--- src/rtl/lcc_pkg.sv ---
// ----------------------------------------------------------------------------
// lcc_pkg
// Shared widths, register reset values and types of the D3Q7 cell collision.
// ----------------------------------------------------------------------------
package lcc_pkg;

   // Number of lattice directions: rest plus six moving directions.
   localparam int NUM_DIR = 7;

   // Field widths.
   localparam int DIST_W = 32;   // Q16.16 distribution
   localparam int GAIN_W = 16;   // Q4.12 gain
   localparam int RHO_W  = 35;   // exact sum of seven distributions
   localparam int MOM_W  = 33;   // exact difference of an opposite pair
   localparam int EQ_W   = 40;   // rounded equilibrium, held wide
   localparam int FRAC_G = 12;   // fraction bits of a gain

   // Reset values of the gain registers (Q4.12).
   localparam logic signed [GAIN_W-1:0] KEEP_GAIN_RST = -16'sd4096;
   localparam logic signed [GAIN_W-1:0] PULL_GAIN_RST = 16'sd8192;
   localparam logic signed [GAIN_W-1:0] REST_GAIN_RST = 16'sd3328;
   localparam logic signed [GAIN_W-1:0] MOVE_GAIN_RST = 16'sd128;

   // Register indexes of the configuration port.
   typedef enum logic [1:0] {
      REG_KEEP_GAIN = 2'd0,
      REG_PULL_GAIN = 2'd1,
      REG_REST_GAIN = 2'd2,
      REG_MOVE_GAIN = 2'd3
   } lcc_reg_type;

   // Control that travels with a cell into the mixing lanes.
   typedef struct packed {
      logic valid;
      logic force_src;
   } lcc_mix_ctl_type;

endpackage

--- src/rtl/lcc_dir_mix.sv ---
// ----------------------------------------------------------------------------
// lcc_dir_mix
// One direction's relaxation: keep * old + pull * equilibrium, rounded half up
// to Q16.16 and saturated, or the saturated equilibrium for a source cell.
// ----------------------------------------------------------------------------
module lcc_dir_mix (
   input  logic                                     clock,
   input  lcc_pkg::lcc_mix_ctl_type                 mix_ctl,
   input  logic signed [lcc_pkg::GAIN_W-1:0]        keep_gain,
   input  logic signed [lcc_pkg::GAIN_W-1:0]        pull_gain,
   input  logic signed [lcc_pkg::DIST_W-1:0]        old_dist,
   input  logic signed [lcc_pkg::EQ_W-1:0]          eq,
   output logic signed [lcc_pkg::DIST_W-1:0]        new_dist
);

   localparam int KP_W  = lcc_pkg::GAIN_W + lcc_pkg::DIST_W;  // keep product
   localparam int PP_W  = lcc_pkg::GAIN_W + lcc_pkg::EQ_W;    // pull product
   localparam int SUM_W = PP_W + 1;
   localparam int RND_W = SUM_W - lcc_pkg::FRAC_G;

   // Saturate a wide value to the signed 32-bit range.
   function automatic logic signed [lcc_pkg::DIST_W-1:0] sat_dist(
      input logic signed [RND_W-1:0] x
   );
      logic signed [RND_W-1:0] hi;
      logic signed [RND_W-1:0] lo;
      hi = RND_W'({1'b0, {(lcc_pkg::DIST_W-1){1'b1}}});
      lo = -hi - RND_W'(1);
      if (x > hi) begin
         return {1'b0, {(lcc_pkg::DIST_W-1){1'b1}}};
      end else if (x < lo) begin
         return {1'b1, {(lcc_pkg::DIST_W-1){1'b0}}};
      end
      return x[lcc_pkg::DIST_W-1:0];
   endfunction

   logic signed [KP_W-1:0]             keep_prod_ff;
   logic signed [KP_W-1:0]             keep_prod_in;
   logic signed [PP_W-1:0]             pull_prod_ff;
   logic signed [PP_W-1:0]             pull_prod_in;
   logic signed [lcc_pkg::DIST_W-1:0]  eq_sat_ff;
   logic signed [lcc_pkg::DIST_W-1:0]  eq_sat_in;
   logic                               force_ff;
   logic signed [SUM_W-1:0]            mix_sum;
   logic signed [RND_W-1:0]            mix_rnd;
   logic signed [lcc_pkg::DIST_W-1:0]  new_dist_ff;
   logic signed [lcc_pkg::DIST_W-1:0]  new_dist_in;

   // Multiply stage: both weighted terms and the clipped equilibrium.
   assign keep_prod_in = KP_W'(keep_gain) * KP_W'(old_dist);
   assign pull_prod_in = PP_W'(pull_gain) * PP_W'(eq);
   assign eq_sat_in    = sat_dist(RND_W'(eq));

   always_ff @(posedge clock) begin
      if (mix_ctl.valid) begin
         keep_prod_ff <= keep_prod_in;
         pull_prod_ff <= pull_prod_in;
         eq_sat_ff    <= eq_sat_in;
         force_ff     <= mix_ctl.force_src;
      end
   end

   // Sum, round half up to Q16.16 and clip.
   always_comb begin
      mix_sum = SUM_W'(keep_prod_ff) + SUM_W'(pull_prod_ff)
              + SUM_W'(1 <<< (lcc_pkg::FRAC_G - 1));
      mix_rnd = mix_sum[SUM_W-1:lcc_pkg::FRAC_G];
      if (force_ff) begin
         new_dist_in = eq_sat_ff;
      end else begin
         new_dist_in = sat_dist(mix_rnd);
      end
   end

   always_ff @(posedge clock) begin
      new_dist_ff <= new_dist_in;
   end

   assign new_dist = new_dist_ff;

endmodule
--- config.mk ---
export PLATFORM = sky130hd
export DESIGN_NAME = lcc_dir_mix
export DESIGN_NICKNAME = d
export VERILOG_FILES = /design/src/rtl/lcc_pkg.sv /design/src/rtl/lcc_dir_mix.sv
export SDC_FILE = /design/constraint.sdc
export NUM_CORES = 2
export LEC_CHECK = 0
export BUFFER_PORTS_ARGS = -buffer_cell sky130_fd_sc_hd__buf_2
export CAP_MARGIN = 15
export CELL_PAD_IN_SITES_DETAIL_PLACEMENT = 0
export CELL_PAD_IN_SITES_GLOBAL_PLACEMENT = 1
export CORE_ASPECT_RATIO = 1.25
export CORE_UTILIZATION = 56
export DETAILED_ROUTE_END_ITERATION = 12
export PLACE_DENSITY = 0.89
export SYNTH_ARGS = -nofsm -noshare
export SYNTH_HDL_FRONTEND = slang
export SYNTH_SLANG_ARGS = --single-unit
--- constraint.sdc ---
create_clock -name clock -period 12.7 [get_ports clock]
set_input_delay 2.54 -clock clock [delete_from_list [all_inputs] [get_ports clock]]
set_output_delay 2.54 -clock clock [all_outputs]
set_load 0.1 [all_outputs]
# Word level (Yosys, flattened, before mapping)

Cells that the tools add are included.

Input bits: 107
Word-level logic and storage cells: 25
Bits in registers: 169
Output and inout port bits: 32

Order comparisons: 4
Multipliers: 2
$add $sub $neg: 2
Muxes and demuxes: 12

Operator list:

| operator               | count |
|---|---|
| $mux 32                | 7 |
| $add 48x56->57         | 1 |
| $add 57x13->57 const B | 1 |
| $mul 16x40->56         | 1 |
| $mul 16x32->48         | 1 |
| $gt 45x32->1 const B   | 1 |
| $lt 45x32->1 const B   | 1 |
| $gt 40x32->1 const B   | 1 |
| $lt 40x32->1 const B   | 1 |
| $mux 1                 | 5 |

# Logic depth before layout (Yosys ltp)

Depth in word-level cells: 8
Mapped depth: 27
Gate-level depth less buffers: 25

# Least setup slack after synthesis

OpenSTA, ideal clock, no wires.

Path type: input to register
From: input port eq[22] in the netlist's numbering
To: register pull_prod_ff[52] (data pin)
Data arrival time: 9.165 ns
Setup slack: 3.378 ns
Stages on the path: 25
Setup time: 0.158 ns
Path buffers: 2
Data required time: 12.542 ns
Path through: clkbuf_1 -> clkbuf_1 -> nand2_1 -> fa_1 -> inv_1 -> fa_1 -> inv_1 -> fa_1 -> inv_1 -> fa_1 -> fa_1 -> inv_1 -> fa_1 -> inv_1 -> ha_1 -> a21o_1 -> a21o_1 -> a221o_1 -> a31oi_1 -> o211ai_1 -> a41o_1 -> a22o_1 -> o31ai_1 -> or4b_2 -> o211ai_1

Cells in the longest elaborated chain, start to end: 1

Ends and longest elaborated chain:

| what                 | line              | source |
|---|---|---|
| from (decl)          | lcc_dir_mix.sv:12 | `input logic signed [lcc_pkg::EQ_W-1:0] eq,` |
| $mul 16x40->56       | lcc_dir_mix.sv:51 | `assign pull_prod_in = PP_W'(pull_gain) * PP_W'(eq);` |
| net pull_prod_in[52] | lcc_dir_mix.sv:40 | `logic signed [PP_W-1:0] pull_prod_in;` |
| to (signal assigned) | lcc_dir_mix.sv:57 | `pull_prod_ff <= pull_prod_in;` |
| to (decl)            | lcc_dir_mix.sv:39 | `logic signed [PP_W-1:0] pull_prod_ff;` |

The timed path passes the listed nets, and every way through them passes these cells.
A chain may end at the register's enable or synchronous reset.

# Worst setup path after layout

From: input port pull_gain[8] in the netlist's numbering
To: register pull_prod_ff[52] (data pin)

Cells in the longest elaborated chain, start to end: 1

Ends and longest elaborated chain:

| what                 | line              | source |
|---|---|---|
| from (decl)          | lcc_dir_mix.sv:10 | `input logic signed [lcc_pkg::GAIN_W-1:0] pull_gain,` |
| $mul 16x40->56       | lcc_dir_mix.sv:51 |  |
| net pull_prod_in[52] | lcc_dir_mix.sv:40 |  |

The timed path passes the listed nets, and every way through them passes these cells.

==> impl_metrics.toml <==
[setup_path]
crit_path_end_kind = "flip-flop"
path_delay_family = "adder cells"
worstSetupPathType = "in2reg"
path_common_cell = "fa_1"
arrival_ns = 10.54
cp_max_fo = 40
startpoint_type = "input port"
required_ns = 13.01
critPathBufInv = 6
slowest_delay_ns = 0.80
worst_path_max_delay_cell = "buf_2"

[cells_and_area]
syn_to_final_growth_pct = 3.95
final_nets = 6966
antenna_cells = 0
drive_above_1_share_pct = 4.12

[worst_hold_path]
min_path_type = "reg2reg"

[placement]
port_buffers = 138
hpwl_um = 100000
place_congestion = 0.920

[yosys]
synth_commonest_cells = "1340 x inv_1, 1084 x fa_1, 808 x nand2_1"
yosysUniqueCellTypes = 85
synth_nets = 7041
synth_cells = 5497
yosys.area.top_type_share_pct = 43.9
synth_area_per_cell_um2 = 8.99
synth_ff_type = "edfxtp_1"
synth_area_leaders = "fa_1 44%, inv_1 10%, ha_1 8.9%"
synth_seq_cells = 169
synth-edff-count = 137
yosysTopAreaCell = "fa_1"
synth.most_common_cell = "inv_1"
synth_warnings = 0
yosysSeqAreaShare_pct = 9.63
syn_area_mm2 = 0.0494
synthArstFlopShare_pct = 0

[cts]
clkLatencyLatePin_ns = 0.47
htreeDepth = 4
holdBufCountCts = 0
cts.sinks = 169
ctsResizeCount = 0
clkTransAtPathRegs_ns = 0.07
clock-root-buffer = "clkbuf_16"
numCtsBuffers = 17
cts_tree = "done"
clk_path_buf_depth = 2
postCtsSetupBuffers = 0

[run_status]
outcome = "completed"

[timing]
setup_viol = 0
max_slew_margin_pct = 27.6
post-route-period-util_pct = 80.6
finalMaxSlewViolations = 0
max_freq_mhz = 97.7
skew_ns = 0.0194
tightest_slew_ns = 1.09
min_period_ns = 10.23
setup_tns_ns = 0
hold_viol = 0
rsz0062_at_grt = "false"

[job]
drv_cap = 0

[global_route]
grt_start_max_net_pins = 70
overflow = 0
antenna_found_initial = 3
grt_pass1_wl_um = 207000
grt_pass1_vias = 39102
grt.total_usage_pct = 29.8

[floorplanning]
rows = 121
start_util_pct = 56.6
dieArea_mm2 = 0.0894
io_pins = 139
die_w_um = 268
core_mm2 = 0.0872
die_y_um = 334

[routing]
via_per_inst = 5.49
dr_total_vias = 36255
wl_um = 126000
ant_nets = 0
drc = 0
wire_per_inst_um = 19.0
drt_iter0_markers = 2323
drtPass1Iterations = 5
[metrics by stage]
stage	cells	setup slack, ns	hold slack (ns)	cell area [µm²]	util, %
2_1_floorplan	5497	3.38	0.437	49400	-
3_3_place_gp	6571	2.16	0.490	50700	58.2
3_5_place_dp	6571	2.05	0.484	50700	58.2
5_1_grt	6603	2.12	0.526	51300	58.9
4_1_cts	6603	2.51	0.501	51300	58.9
6_report	6603	2.47	0.509	51300	58.9
[path summary, 6_finish.rpt]
kind	startpoint	to	slack [ns]	cells after the start
setup / recovery	pull_gain[8]	pull_prod_ff[52]$_DFFE_PP_	2.47	25
hold reg to reg	eq_sat_ff[22]$_DFFE_PP_	new_dist[22]$_DFF_P_	0.51	2
hold / removal	eq_sat_ff[22]$_DFFE_PP_	new_dist[22]$_DFF_P_	0.51	2
setup reg to reg	pull_prod_ff[25]$_DFFE_PP_	new_dist[13]$_DFF_P_	7.28	13
[cells in the final DEF, fill, tap and decap left out, types with 17 or more instances in the layout]
| master | instances |
|---|---|
| inv_1 | 1340 |
| ha_1 | 353 |
| xnor2_1 | 97 |
| dfxtp_1 | 32 |
| o21ai_0 | 93 |
| clkbuf_16 | 17 |
| nand3_1 | 33 |
| a21oi_1 | 169 |
| nor3_1 | 28 |
| o211ai_1 | 25 |
| o21bai_1 | 23 |
| buf_4 | 17 |
| xor2_1 | 42 |
| buf_2 | 137 |
| nor2_1 | 168 |
| nand2b_1 | 31 |
| a21o_1 | 93 |
| o21a_1 | 27 |
| and3_1 | 17 |
| fa_1 | 1084 |
| nand2_1 | 808 |
| nand4_1 | 30 |
| edfxtp_1 | 137 |
| a31oi_1 | 23 |
| and2_1 | 397 |
[state kept, by name, summed over array words and instances (netlist names)]
register      cells
eq_sat_ff        32
keep_prod_ff     48
new_dist         32
force_ff          1
pull_prod_ff     56
[kinds of logic after synthesis]
logic type | after synthesis | synth area share [%]
flops | 169 | 9.63
simple gates | 1589 | 15.3
buf+inv | 1590 | 12.1
xor+xnor | 140 | 2.50
compound gates | 565 | 7.45
fa+ha+maj | 1437 | 52.9
mux | 7 | 0.155
[worst reg2reg max path, delay by kind of cell, from the launching register on]
| family | cells | cell delay (ns) |
|---|---|---|
| XOR/XNOR | 1 | 0.17 |
| adder cells (fa/ha/maj) | 2 | 0.77 |
| AO/OA/AOI/OAI | 5 | 1.84 |
| AND/OR/NAND/NOR | 5 | 1.98 |
| flip-flops | 1 | 0.42 |
[cell type report]
type	instances	area [µm²]
well taps	1168	1460
repair buffers	155	825
flip-flops and latches	169	4750
clock buffers	18	439
clock inverters	14	183
inverters	1341	5030
fillers	7829	35900
multi-input cells	3738	38700
[per-layer routing]
metal / part of all wire, % / track usage [%] / up-vias
met5: 0.014 / 0 / -
met4: 2.9 / 8.74 / 4
met3: 7.5 / 5.51 / 236
li1: - / - / 16298
met2: 49 / 50.4 / 1265
met1: 41 / 38.9 / 18452
Power is not shown: default switching activity piles up to over one toggle a cycle in this logic, so the estimate is an artifact.
